<file path="src/rtl/jdes_pkg.sv">
// Types and fixed constants of the joint distance statistics block.
`timescale 1ns / 1ps

package jdes_pkg;

  localparam int unsigned COORD_W  = 16;
  localparam int unsigned ABS_W    = 16;
  localparam int unsigned DIST_W   = 17;
  localparam int unsigned SUM_W    = 24;
  localparam int unsigned IDX_W    = 6;
  localparam int unsigned SQ_W     = 34;
  localparam int unsigned SQ_STEPS = ABS_W / 2;
  localparam int unsigned RT_STEPS = SQ_W / 2;
  localparam int unsigned REM_W    = DIST_W + 1;

  typedef struct packed {
    logic signed [COORD_W-1:0] ref_x;
    logic signed [COORD_W-1:0] ref_y;
    logic signed [COORD_W-1:0] est_x;
    logic signed [COORD_W-1:0] est_y;
    logic                      last_joint;
  } jdes_in_t;

  typedef struct packed {
    logic [DIST_W-1:0] mean_dist;
    logic [DIST_W-1:0] max_dist;
    logic [IDX_W-1:0]  worst_index;
    logic              overflowed;
  } jdes_out_t;

  typedef enum logic [1:0] {
    DP_IDLE,
    DP_SQR,
    DP_ROOT
  } dist_phase_e;

  typedef enum logic [1:0] {
    ST_IDLE,
    ST_DIST,
    ST_DIV,
    ST_OUT
  } top_state_e;

  typedef struct packed {
    logic              done;
    logic [DIST_W-1:0] distance;
  } dist_res_t;

  typedef struct packed {
    logic             done;
    logic [SUM_W-1:0] quot;
  } div_res_t;

endpackage

</file>
<file path="src/rtl/jdes_dist.sv">
// Serial Euclidean distance unit: radix-4 squarer followed by a two-bit-per-step square root.
`timescale 1ns / 1ps

module jdes_dist
  import jdes_pkg::*;
(
  input  logic      clk_i,
  input  logic      rst_ni,
  input  logic      start_i,
  input  jdes_in_t  pair_i,
  output dist_res_t res_o
);

  localparam int unsigned STEP_W = $clog2(RT_STEPS);

  dist_phase_e phase_q, phase_d;
  logic [STEP_W-1:0] step_q, step_d;
  logic done_q, done_d;

  logic [ABS_W-1:0]  mx_q, mx_d, my_q, my_d;
  logic [ABS_W-1:0]  shx_q, shx_d, shy_q, shy_d;
  logic [SQ_W-1:0]   acc_q, acc_d;
  logic [REM_W-1:0]  rem_q, rem_d;
  logic [DIST_W-1:0] root_q, root_d;

  logic signed [COORD_W:0] dx, dy;
  logic [COORD_W:0]        ndx, ndy;
  logic [ABS_W-1:0]        ax, ay;
  logic [ABS_W+1:0]        px, py;
  logic [REM_W+1:0]        rem_sh, trial, rem_sub;

  assign dx  = {pair_i.ref_x[COORD_W-1], pair_i.ref_x} - {pair_i.est_x[COORD_W-1], pair_i.est_x};
  assign dy  = {pair_i.ref_y[COORD_W-1], pair_i.ref_y} - {pair_i.est_y[COORD_W-1], pair_i.est_y};
  assign ndx = -dx;
  assign ndy = -dy;
  assign ax  = dx[COORD_W] ? ndx[ABS_W-1:0] : dx[ABS_W-1:0];
  assign ay  = dy[COORD_W] ? ndy[ABS_W-1:0] : dy[ABS_W-1:0];

  // Partial products for the top multiplier digit of each operand.
  assign px = (shx_q[ABS_W-2] ? {2'b00, mx_q} : '0)
            + (shx_q[ABS_W-1] ? {1'b0, mx_q, 1'b0} : '0);
  assign py = (shy_q[ABS_W-2] ? {2'b00, my_q} : '0)
            + (shy_q[ABS_W-1] ? {1'b0, my_q, 1'b0} : '0);

  assign rem_sh  = {rem_q, acc_q[SQ_W-1 -: 2]};
  assign trial   = {1'b0, root_q, 2'b01};
  assign rem_sub = rem_sh - trial;

  always_comb begin
    phase_d = phase_q;
    step_d  = step_q;
    done_d  = 1'b0;
    mx_d    = mx_q;
    my_d    = my_q;
    shx_d   = shx_q;
    shy_d   = shy_q;
    acc_d   = acc_q;
    rem_d   = rem_q;
    root_d  = root_q;
    unique case (phase_q)
      DP_IDLE: begin
        if (start_i) begin
          mx_d    = ax;
          my_d    = ay;
          shx_d   = ax;
          shy_d   = ay;
          acc_d   = '0;
          rem_d   = '0;
          root_d  = '0;
          step_d  = '0;
          phase_d = DP_SQR;
        end
      end
      DP_SQR: begin
        acc_d = {acc_q[SQ_W-3:0], 2'b00} + SQ_W'(px) + SQ_W'(py);
        shx_d = {shx_q[ABS_W-3:0], 2'b00};
        shy_d = {shy_q[ABS_W-3:0], 2'b00};
        step_d = step_q + 1'b1;
        if (step_q == STEP_W'(SQ_STEPS - 1)) begin
          step_d  = '0;
          phase_d = DP_ROOT;
        end
      end
      DP_ROOT: begin
        // Bring down two radicand bits, keep the trial subtraction if it fits.
        acc_d = {acc_q[SQ_W-3:0], 2'b00};
        if (rem_sh >= trial) begin
          rem_d  = rem_sub[REM_W-1:0];
          root_d = {root_q[DIST_W-2:0], 1'b1};
        end else begin
          rem_d  = rem_sh[REM_W-1:0];
          root_d = {root_q[DIST_W-2:0], 1'b0};
        end
        step_d = step_q + 1'b1;
        if (step_q == STEP_W'(RT_STEPS - 1)) begin
          done_d  = 1'b1;
          phase_d = DP_IDLE;
        end
      end
      default: phase_d = DP_IDLE;
    endcase
  end

  always_ff @(posedge clk_i or negedge rst_ni) begin
    if (!rst_ni) begin
      phase_q <= DP_IDLE;
      step_q  <= '0;
      done_q  <= 1'b0;
    end else begin
      phase_q <= phase_d;
      step_q  <= step_d;
      done_q  <= done_d;
    end
  end

  always_ff @(posedge clk_i) begin
    mx_q   <= mx_d;
    my_q   <= my_d;
    shx_q  <= shx_d;
    shy_q  <= shy_d;
    acc_q  <= acc_d;
    rem_q  <= rem_d;
    root_q <= root_d;
  end

  assign res_o.done     = done_q;
  assign res_o.distance = root_q;

endmodule

</file>
<file path="src/rtl/jdes_div.sv">
// Serial restoring divider: one quotient bit per cycle for the frame mean.
`timescale 1ns / 1ps

module jdes_div
  import jdes_pkg::*;
#(
  parameter int unsigned DVS_W = 7
) (
  input  logic             clk_i,
  input  logic             rst_ni,
  input  logic             start_i,
  input  logic [SUM_W-1:0] dividend_i,
  input  logic [DVS_W-1:0] divisor_i,
  output div_res_t         res_o
);

  localparam int unsigned STEP_W = $clog2(SUM_W);

  logic busy_q, busy_d;
  logic done_q, done_d;
  logic [STEP_W-1:0] step_q, step_d;
  logic [SUM_W-1:0]  dvd_q, dvd_d;
  logic [DVS_W-1:0]  dvs_q, dvs_d;
  logic [DVS_W-1:0]  rem_q, rem_d;

  logic [DVS_W:0] rem_sh, rem_sub;
  logic           fits;

  assign rem_sh  = {rem_q, dvd_q[SUM_W-1]};
  assign fits    = rem_sh >= {1'b0, dvs_q};
  assign rem_sub = rem_sh - {1'b0, dvs_q};

  always_comb begin
    busy_d = busy_q;
    done_d = 1'b0;
    step_d = step_q;
    dvd_d  = dvd_q;
    dvs_d  = dvs_q;
    rem_d  = rem_q;
    if (busy_q) begin
      // Shift the quotient bit in where the dividend bit left.
      dvd_d  = {dvd_q[SUM_W-2:0], fits};
      rem_d  = fits ? rem_sub[DVS_W-1:0] : rem_sh[DVS_W-1:0];
      step_d = step_q + 1'b1;
      if (step_q == STEP_W'(SUM_W - 1)) begin
        busy_d = 1'b0;
        done_d = 1'b1;
      end
    end else if (start_i) begin
      busy_d = 1'b1;
      step_d = '0;
      dvd_d  = dividend_i;
      dvs_d  = divisor_i;
      rem_d  = '0;
    end
  end

  always_ff @(posedge clk_i or negedge rst_ni) begin
    if (!rst_ni) begin
      busy_q <= 1'b0;
      done_q <= 1'b0;
      step_q <= '0;
    end else begin
      busy_q <= busy_d;
      done_q <= done_d;
      step_q <= step_d;
    end
  end

  always_ff @(posedge clk_i) begin
    dvd_q <= dvd_d;
    dvs_q <= dvs_d;
    rem_q <= rem_d;
  end

  assign res_o.done = done_q;
  assign res_o.quot = dvd_q;

endmodule

</file>
<file path="src/rtl/joint_distance_error_stats_top.sv">
// Top level of the joint distance statistics block: per-frame mean and maximum point error.
//
//   channel  direction  handshake              payload
//   in       input      in_valid_i/in_stall_o  jdes_in_t  (two points, last_joint)
//   out      output     out_valid_o/out_stall_i jdes_out_t (mean, max, index, flag)
//
// A pair goes through the radix-4 squarer, then the two-bit-per-step root, then the done and
// update steps, before the next pair is accepted.
// The last pair of a frame adds serial division, then the quotient is passed on and the
// result is loaded.
// Reset clears the frame statistics and all handshake state; no clearing pass is needed.
// A result waiting under out_stall_i does not hold up the next pairs; only the next
// frame result waits for the output register to empty.
`timescale 1ns / 1ps

module joint_distance_error_stats_top
  import jdes_pkg::*;
#(
  parameter int unsigned MAX_JOINTS = 64
) (
  input  logic      clk_i,
  input  logic      rst_ni,
  input  logic      in_valid_i,
  output logic      in_stall_o,
  input  jdes_in_t  in_data_i,
  output logic      out_valid_o,
  input  logic      out_stall_i,
  output jdes_out_t out_data_o
);

  localparam int unsigned CNT_W = $clog2(MAX_JOINTS + 1);

  top_state_e state_q, state_d;

  logic [SUM_W-1:0]  sum_q, sum_d;
  logic [DIST_W-1:0] max_q, max_d;
  logic [IDX_W-1:0]  worst_q, worst_d;
  logic [CNT_W-1:0]  count_q, count_d;
  logic              ovf_q, ovf_d;
  logic              last_q, last_d;

  logic [DIST_W-1:0] snap_max_q, snap_max_d;
  logic [IDX_W-1:0]  snap_worst_q, snap_worst_d;
  logic              snap_ovf_q, snap_ovf_d;
  logic              snap_zero_q, snap_zero_d;

  logic      out_valid_q;
  jdes_out_t out_data_q;
  logic      out_load;

  logic      dist_start, div_start;
  dist_res_t dist_res;
  div_res_t  div_res;

  logic              room;
  logic [SUM_W:0]    sum_ext;
  logic [SUM_W-1:0]  sum_nx;
  logic [DIST_W-1:0] max_nx;
  logic [IDX_W-1:0]  worst_nx;
  logic [CNT_W-1:0]  count_nx;
  logic              ovf_nx;

  assign in_stall_o = (state_q != ST_IDLE);
  assign dist_start = in_valid_i && !in_stall_o;

  jdes_dist u_dist (
    .clk_i   (clk_i),
    .rst_ni  (rst_ni),
    .start_i (dist_start),
    .pair_i  (in_data_i),
    .res_o   (dist_res)
  );

  jdes_div #(
    .DVS_W (CNT_W)
  ) u_div (
    .clk_i      (clk_i),
    .rst_ni     (rst_ni),
    .start_i    (div_start),
    .dividend_i (sum_nx),
    .divisor_i  (count_nx),
    .res_o      (div_res)
  );

  // Frame statistics after folding in the distance just finished.
  assign room    = count_q < CNT_W'(MAX_JOINTS);
  assign sum_ext = {1'b0, sum_q} + (SUM_W + 1)'(dist_res.distance);

  always_comb begin
    sum_nx   = sum_q;
    max_nx   = max_q;
    worst_nx = worst_q;
    count_nx = count_q;
    ovf_nx   = ovf_q;
    if (room) begin
      sum_nx = sum_ext[SUM_W] ? '1 : sum_ext[SUM_W-1:0];
      if (dist_res.distance > max_q) begin
        max_nx   = dist_res.distance;
        worst_nx = IDX_W'(count_q);
      end
      count_nx = CNT_W'(count_q + 1'b1);
    end else begin
      ovf_nx = 1'b1;
    end
  end

  always_comb begin
    state_d      = state_q;
    sum_d        = sum_q;
    max_d        = max_q;
    worst_d      = worst_q;
    count_d      = count_q;
    ovf_d        = ovf_q;
    last_d       = last_q;
    snap_max_d   = snap_max_q;
    snap_worst_d = snap_worst_q;
    snap_ovf_d   = snap_ovf_q;
    snap_zero_d  = snap_zero_q;
    div_start    = 1'b0;
    out_load     = 1'b0;
    unique case (state_q)
      ST_IDLE: begin
        if (in_valid_i) begin
          last_d  = in_data_i.last_joint;
          state_d = ST_DIST;
        end
      end
      ST_DIST: begin
        if (dist_res.done) begin
          if (last_q) begin
            // Hand the frame to the divider and clear for the next one.
            div_start    = 1'b1;
            snap_max_d   = max_nx;
            snap_worst_d = worst_nx;
            snap_ovf_d   = ovf_nx;
            snap_zero_d  = (count_nx == '0);
            sum_d        = '0;
            max_d        = '0;
            worst_d      = '0;
            count_d      = '0;
            ovf_d        = 1'b0;
            state_d      = ST_DIV;
          end else begin
            sum_d   = sum_nx;
            max_d   = max_nx;
            worst_d = worst_nx;
            count_d = count_nx;
            ovf_d   = ovf_nx;
            state_d = ST_IDLE;
          end
        end
      end
      ST_DIV: begin
        if (div_res.done) begin
          state_d = ST_OUT;
        end
      end
      ST_OUT: begin
        if (!out_valid_q || !out_stall_i) begin
          out_load = 1'b1;
          state_d  = ST_IDLE;
        end
      end
      default: state_d = ST_IDLE;
    endcase
  end

  always_ff @(posedge clk_i or negedge rst_ni) begin
    if (!rst_ni) begin
      state_q     <= ST_IDLE;
      sum_q       <= '0;
      max_q       <= '0;
      worst_q     <= '0;
      count_q     <= '0;
      ovf_q       <= 1'b0;
      last_q      <= 1'b0;
      out_valid_q <= 1'b0;
    end else begin
      state_q <= state_d;
      sum_q   <= sum_d;
      max_q   <= max_d;
      worst_q <= worst_d;
      count_q <= count_d;
      ovf_q   <= ovf_d;
      last_q  <= last_d;
      // Load wins over the transaction that empties the register.
      if (out_load) begin
        out_valid_q <= 1'b1;
      end else if (out_valid_q && !out_stall_i) begin
        out_valid_q <= 1'b0;
      end
    end
  end

  always_ff @(posedge clk_i) begin
    snap_max_q   <= snap_max_d;
    snap_worst_q <= snap_worst_d;
    snap_ovf_q   <= snap_ovf_d;
    snap_zero_q  <= snap_zero_d;
    if (out_load) begin
      out_data_q.mean_dist   <= snap_zero_q ? '0 : div_res.quot[DIST_W-1:0];
      out_data_q.max_dist    <= snap_max_q;
      out_data_q.worst_index <= snap_worst_q;
      out_data_q.overflowed  <= snap_ovf_q;
    end
  end

  assign out_valid_o = out_valid_q;
  assign out_data_o  = out_data_q;

endmodule

</file>
<file path="config.mk">
export PLATFORM = sky130hd
export DESIGN_NAME = joint_distance_error_stats_top
export DESIGN_NICKNAME = d
export VERILOG_FILES = /design/src/rtl/jdes_pkg.sv /design/src/rtl/jdes_dist.sv /design/src/rtl/jdes_div.sv /design/src/rtl/joint_distance_error_stats_top.sv
export SDC_FILE = /design/constraint.sdc
export NUM_CORES = 1
export LEC_CHECK = 0
export ABC_AREA = 1
export CORE_UTILIZATION = 50
export DETAILED_ROUTE_END_ITERATION = 6
export DONT_BUFFER_PORTS = 1
export SLEW_MARGIN = 30
export SYNTH_ARGS = -nofsm -noshare
export SYNTH_HDL_FRONTEND = slang
export SYNTH_SLANG_ARGS = --single-unit
</file>
<file path="constraint.sdc">
create_clock -name clk_i -period 5.84 [get_ports clk_i]
set_input_delay 1.168 -clock clk_i [delete_from_list [all_inputs] [get_ports clk_i]]
set_output_delay 1.168 -clock clk_i [all_outputs]
set_load 0.005 [all_outputs]
</file>
==> reports/results.ini, run 1 <==
[clock_tree]
htree_levels=2
clk_pin_slew_ns=0.06
hold_buffers=0
cts_resized=0
cts_buffers=37
cts-root-buf=clkbuf_16
clk_path_buf_depth=3
cts.sinks=311
post-cts-setup-buffer-count=0
tritoncts=built
clock_latency_ns=0.57

[sta]
timing.final.crit_period_ns=5.24
relSlewSlack_pct=37.9
rsz0062_at_grt=false
setup_tns_ns=0
maxSlewViolCount=0
hold_viol_final=0
setup_violations=0
skew_ns=0.0344
fmax_mhz=191
fin_ws_ns=0.597
min_period_over_period_pct=89.8
worst_pin_slew_ns=0.925

[power]
total_power_w=0.0155
intPower_w=0.00816
sw_frac_of_total_pct=47.4
switchingPower_w=0.00735
pwr_density_cell_nw_per_um2=639
combPwrFrac_pct=56.9
ir_drop_v=0.000362
leakagePower_nw=11.7
seq_power_share_pct=26.1
p_clk_share_pct=17.0

[logic_synthesis]
synthFlopType=edfxtp_1
syn_inst=2806
synth_nets=3050
syn_area_um2=22200
yosysSeqAreaShare_pct=40.3
ys_ff_latch=311
async_reset_ff_share_pct=23.8
synth_cell_type_count=57
synth_edf_count=237
yosys_warnings=0
syn_area_per_cell_um2=7.92

[floorplanning]
die_x_um=213
row_count=76
die_y_um=213
io_pins=112
core_area_um2=43500
die-area_um2=45300
start_util_pct=51.2

[global_routing]
grt_pass1_wl_mm=84.5
antenna_found_initial=0
grt_pass1_vias=17300
grt_max_degree=75
overflow=0
grt_use_total_pct=23.1

[finish]
fill_cells=4100
final_nets=3038
finish.instance_area_um2=24300
diodes=0
drive_gt1_share_pct=7.76
syn_to_final_growth_pct=9.16

[drt]
viasPerCell=5.19
dr_total_vias=17700
final_antenna_net_count=0
drtIter0Drc=907
drcViolationCount=0
wire_per_inst_um=14.9
wl_mm=50.9
drt_pass1_iterations=5

[setup_path]
cp.required_ns=6.13
endpoint_kind=flop
crit_path_max_fanout=16
critPathArrivalTime_ns=5.53
crit_type=reg -> reg
start_kind=flop

[placed_design]
place_ws_ns=0.607
gp_congestion=0.923
dpl-instance-area_um2=22800
port_buffers=0
dp_hpwl_mm=38.5

[worst_hold_path]
hp-class=in -> async

[flow_run]
cap_violations=0

[status]
status=finished clean

[state kept, by name (all words and copies together), names as in the netlist, 2 cells and up, named ones only]
signal          count
u_dist.root_q      17
u_dist.shx_q       16
u_div.step_q        5
out_data_o         41
worst_q             6
u_div.dvd_q        24
u_dist.rem_q       18
count_q             7
u_div.rem_q         7
u_dist.mx_q        16
u_dist.acc_q       34
u_dist.step_q       5
u_dist.phase_q      2
sum_q              24
max_q              17
u_dist.shy_q       16
u_div.dvs_q         7
snap_worst_q        6
snap_max_q         17
u_dist.my_q        16
[layout by cell type (no fill, tap or decap), types with 5 or more instances in the layout]
cell type,netlist,final
nand3b_1,5,5
clkbuf_16,0,40
fa_1,23,23
xor2_2,10,10
xor2_1,49,49
nand4_1,46,46
nand2_1,729,728
a211oi_1,10,10
edfxtp_1,237,237
nand3_2,13,14
nor2_1,153,150
o21ai_1,13,13
or2_2,8,8
xnor2_1,24,24
a21oi_1,176,173
nor2_2,12,15
ha_1,152,151
nand2_2,44,45
nor3_1,26,26
inv_2,11,12
o211ai_1,5,5
dfrtp_1,74,73
o21ai_0,165,165
a31oi_1,9,9
a21o_1,13,13
o31ai_1,7,7
o22ai_1,16,16
and2_1,33,33
nand3_1,141,140
buf_4,0,12
clkinv_2,0,5
nor2_4,6,6
inv_1,474,472
bufinv_16,0,8
nor4_1,7,7
a21boi_0,5,5
nand2_4,7,7
[worst max-delay path, cell delays in order, from the launching register on]
cell and delay [ns]:
edfxtp_1 0.69, nand2_1 0.10, inv_1 0.08, ha_1 0.16, inv_1 0.05, fa_1 0.42, nor4_1 0.30, nor2_1 0.11
o21ai_1 0.26, a21oi_1 0.15, o21ai_1 0.22, nand2_1 0.10, nand3_1 0.08, nand2_1 0.11, fa_1 0.49, inv_1 0.04
ha_1 0.35, a21oi_1 0.23, o21ai_0 0.17, a21oi_1 0.20, nand3_1 0.18, and2_1 0.20, nand2_1 0.09, nand2_1 0.05
nand2_1 0.05, o22ai_1 0.07
[metal layers]
metal / track usage (%) / wire length, um / vias to the layer above
met3: 2.56 / 1600 / 76
met1: 29.2 / 23000 / 8217
met4: 8.16 / 1470 / 0
li1: - / - / 9121
met5: 0 / 0 / -
met2: 40.8 / 24800 / 287
[cell type report]
class	instances	area (um2)	share of cell area (%)
Tap cell	585	732	3.02
Clock buffer	47	1060	4.36
Inverter	487	1830	7.54
Multi-Input combinational cell	1943	11200	46.1
Clock inverter	21	357	1.47
Timing Repair Buffer	14	133	0.547
Sequential cell	311	8970	37.0
[Yosys cell counts, drive strengths merged, types with 4 or more instances]
cell	number	share of area, %
a21oi	181	4.2
nor2	171	3.2
nor3	27	0.63
dfrtp	74	8.3
a21o	13	0.44
clkbuf	46	0.78
xnor2	26	1.1
o21a	4	0.14
inv	485	8.2
or2	12	0.34
o22ai	16	0.45
o211ai	5	0.17
o31ai	7	0.24
a31oi	9	0.25
ha	152	8.6
nor4	7	0.20
a21boi	7	0.29
and2	35	1.0
buf	19	0.59
edfxtp	237	32
nand4	47	1.4
a211oi	10	0.34
fa	23	2.1
xor2	59	2.7
nand3	154	3.8
nand3b	5	0.17
o21ai	184	4.3
nand2	780	14
[cell families after synthesis]
| kind of cell | Yosys count | synth area share (%) |
|---|---|---|
| AOI/OAI and AO/OA | 443 | 11.0 |
| xor gates and xnor gates | 85 | 3.75 |
| adders and majority gates | 175 | 10.6 |
| and+or+nand+nor | 1240 | 24.6 |
| buffers and inverters | 552 | 9.59 |
| DFF | 311 | 40.3 |
[final timing paths]
check,startpoint,endpoint,slack (ns),cells after the start
setup reg to reg,u_dist.shx_q[14],u_dist.acc_q[28],0.60,25
setup / recovery,u_dist.shx_q[14],u_dist.acc_q[28],0.60,25
hold / removal,rst_ni,sum_q[14],0.31,0
min in group clk_i,snap_worst_q[2],out_data_o[3],0.42,0
max in group asynchronous,rst_ni,u_div.busy_q,5.38,0
hold reg to reg,snap_worst_q[2],out_data_o[3],0.42,0
[power by group through the flow]
| stage | Sequential, W | Combinational, W | Clock, W |
|---|---|---|---|
| 4_1_cts | 0.00405 | 0.00882 | 0.00270 |
| 3_5_place_dp | 0.00409 | 0.00877 | 0 |
| 6_report | 0.00405 | 0.00882 | 0.00264 |
| 2_1_floorplan | 0.00385 | 0.00674 | 0 |
| 5_1_grt | 0.00414 | 0.0101 | 0.00277 |
| 3_3_place_gp | 0.00407 | 0.00858 | 0 |
[through the flow]
stage | hold slack (ns) | std cells | util (%)
2_1_floorplan | 0.400 | 2806 | -
3_3_place_gp | 0.401 | 3338 | 52.5
3_5_place_dp | 0.405 | 3340 | 52.6
4_1_cts | 0.274 | 3408 | 55.8
5_1_grt | 0.286 | 3408 | 55.8
6_report | 0.306 | 3408 | 55.8
Note: power is estimated with default switching activity, not from simulation.
==> run 2, diff against run 1 <==
--- a/config.mk
+++ b/config.mk
@@ -6,9 +6,12 @@
 export NUM_CORES = 1
 export LEC_CHECK = 0
 export ABC_AREA = 1
+export CELL_PAD_IN_SITES_DETAIL_PLACEMENT = 0
+export CELL_PAD_IN_SITES_GLOBAL_PLACEMENT = 1
 export CORE_UTILIZATION = 50
 export DETAILED_ROUTE_END_ITERATION = 6
 export DONT_BUFFER_PORTS = 1
+export PLACE_DENSITY_LB_ADDON = 0.1
 export SLEW_MARGIN = 30
 export SYNTH_ARGS = -nofsm -noshare
 export SYNTH_HDL_FRONTEND = slang
==> constraint.sdc (replaced) <==
create_clock -name clk_i -period 6.5 [get_ports clk_i]
set_input_delay 1.3 -clock clk_i [delete_from_list [all_inputs] [get_ports clk_i]]
set_output_delay 1.3 -clock clk_i [all_outputs]
set_load 0.005 [all_outputs]
==> run 2 against run 1 <==
  * Utilization fell by 0.57 points
  * Total power down 11%
  * Clock power shrank 24%
  * Largest cell class unchanged
  * Critical path type unchanged
==> reports/results.ini, run 2 (synthesis results as in run 1) <==
[status]
status=finished clean

[clock_tree]
cts_buffers=35
hold_buffers=0
cts.sinks=311
cts_resized=0
htree_levels=2
clk_path_buf_depth=3
tritoncts=built
post-cts-setup-buffer-count=0
clk_pin_slew_ns=0.06
clock_latency_ns=0.55
cts-root-buf=clkbuf_16

[power]
ir_drop_v=0.000301
intPower_w=0.00704
sw_frac_of_total_pct=48.9
pwr_density_cell_nw_per_um2=574
switchingPower_w=0.00674
combPwrFrac_pct=59.1
p_clk_share_pct=14.5
seq_power_share_pct=26.4
total_power_w=0.0138
leakagePower_nw=11.6

[setup_path]
critPathArrivalTime_ns=5.50
reg2reg_to=u_dist.acc_q[30]
r2r_cells=25
endpoint_kind=flop
cp.required_ns=6.79
crit_type=reg -> reg
crit_path_max_fanout=16
reg2reg_from=u_dist.shy_q[14]
cp_top_family=compound AO/OA/AOI/OAI gates
rrSetupSlack_ns=1.29
slowest_stage=edfxtp_1
critical_path_buf_inv_count=4
start_kind=flop
cpMostUsedCell=nand2_1
crit_path_max_incr_delay_ns=0.64

[worst_hold_path]
hold_start=snap_max_q[7]
holdPathEnd=out_data_o[14]
hold_depth=0
hp-class=reg -> reg

[finish]
syn_to_final_growth_pct=8.05
drive_gt1_share_pct=7.30
final_cell_mix=728 x nand2_1, 474 x inv_1, 237 x edfxtp_1
fill_cells=4158
finish.instance_area_um2=24000
largest_register_ffs=41
diodes=0
final_nets=3038
final_common_cell=nand2_1

[floorplanning]
start_util_pct=51.2
row_count=76
die_y_um=213
die_x_um=213
io_pins=112
die-area_um2=45300
core_area_um2=43500

[global_routing]
grt_max_degree=75
antenna_found_initial=2
grt_use_total_pct=24.4
grt_pass1_vias=17100
overflow=0
grt_pass1_wl_mm=87.4

[placed_design]
gp_congestion=0.908
port_buffers=0
dpl-instance-area_um2=22900
dp_hpwl_mm=41.0

[drt]
dr_total_vias=18100
viasPerCell=5.32
drtIter0Drc=1189
wire_per_inst_um=15.9
wl_mm=54.2
drcViolationCount=0
final_antenna_net_count=0
drt_pass1_iterations=5

[sta]
min_period_over_period_pct=80.1
setup_tns_ns=0
skew_ns=0.0268
setup_violations=0
timing.final.crit_period_ns=5.21
relSlewSlack_pct=41.2
rsz0062_at_grt=false
hold_viol_final=0
worst_pin_slew_ns=0.880
fmax_mhz=192
maxSlewViolCount=0

[flow_run]
cap_violations=0

==> run 2: changes by cell type in the layout (fill, tap and decap cells not counted), moves of 2 or more <==
cell	delta
clkbuf_1	+7
clkinv_1	+2
clkbuf_16	-4
buf_4	+3
inv_6	-2
inv_1	+2
clkinvlp_4	-2
bufinv_16	-5
==> run 2: worst max path at each step <==
stage | start | end | slack [ns] | depth (start not counted)
after floorplan | u_dist.shy_q[15] | u_dist.acc_q[30] | 2.07 | 26
after global placement | u_dist.shy_q[14] | u_dist.acc_q[30] | 1.39 | 25
after detailed placement | u_dist.shy_q[15] | u_dist.acc_q[26] | 1.25 | 25
after CTS | u_dist.shy_q[15] | u_dist.acc_q[26] | 1.26 | 25
after global routing | u_dist.shy_q[15] | u_dist.acc_q[30] | 0.64 | 25
final | u_dist.shy_q[14] | u_dist.acc_q[30] | 1.29 | 25
==> run 2: stage by stage <==
| step | hold WS [ns] | utilization [%] | worst slack (ns) | instances |
|---|---|---|---|---|
| 3_5_place_dp | 0.405 | 52.6 | 1.25 | 3342 |
| 3_3_place_gp | 0.401 | 52.5 | 1.39 | 3341 |
| 2_1_floorplan | 0.400 | - | 2.07 | 2806 |
| 6_report | 0.409 | 55.3 | 1.29 | 3406 |
| 5_1_grt | 0.417 | 55.3 | 0.642 | 3406 |
| 4_1_cts | 0.413 | 55.3 | 1.26 | 3406 |
==> run 2: layout make-up <==
cell class                      count  area, um2  share of cell area [%]
Timing Repair Buffer               16        140                   0.583
Multi-Input combinational cell   1943      11200                    46.6
Clock inverter                     13        159                   0.662
Tap cell                          585        732                    3.05
Clock buffer                       51        997                    4.15
Inverter                          487       1830                    7.61
Sequential cell                   311       8970                    37.3
==> run 2: power groups by stage <==
stage          clock, W  combinational, W  sequential (W)
3_3_place_gp          0           0.00789         0.00366
3_5_place_dp          0           0.00803         0.00367
5_1_grt         0.00213           0.00919         0.00372
4_1_cts         0.00205           0.00808         0.00363
6_report        0.00200           0.00814         0.00364
2_1_floorplan         0           0.00606         0.00346
==> run 2: per-layer routing <==
layer,global-route usage [%],vias up,part of all wire (%)
met3,2.84,59,4.8
met1,35.8,8546,49
met5,0,-,0
met2,38.1,411,44
met4,6.77,0,1.9
li1,-,9115,-
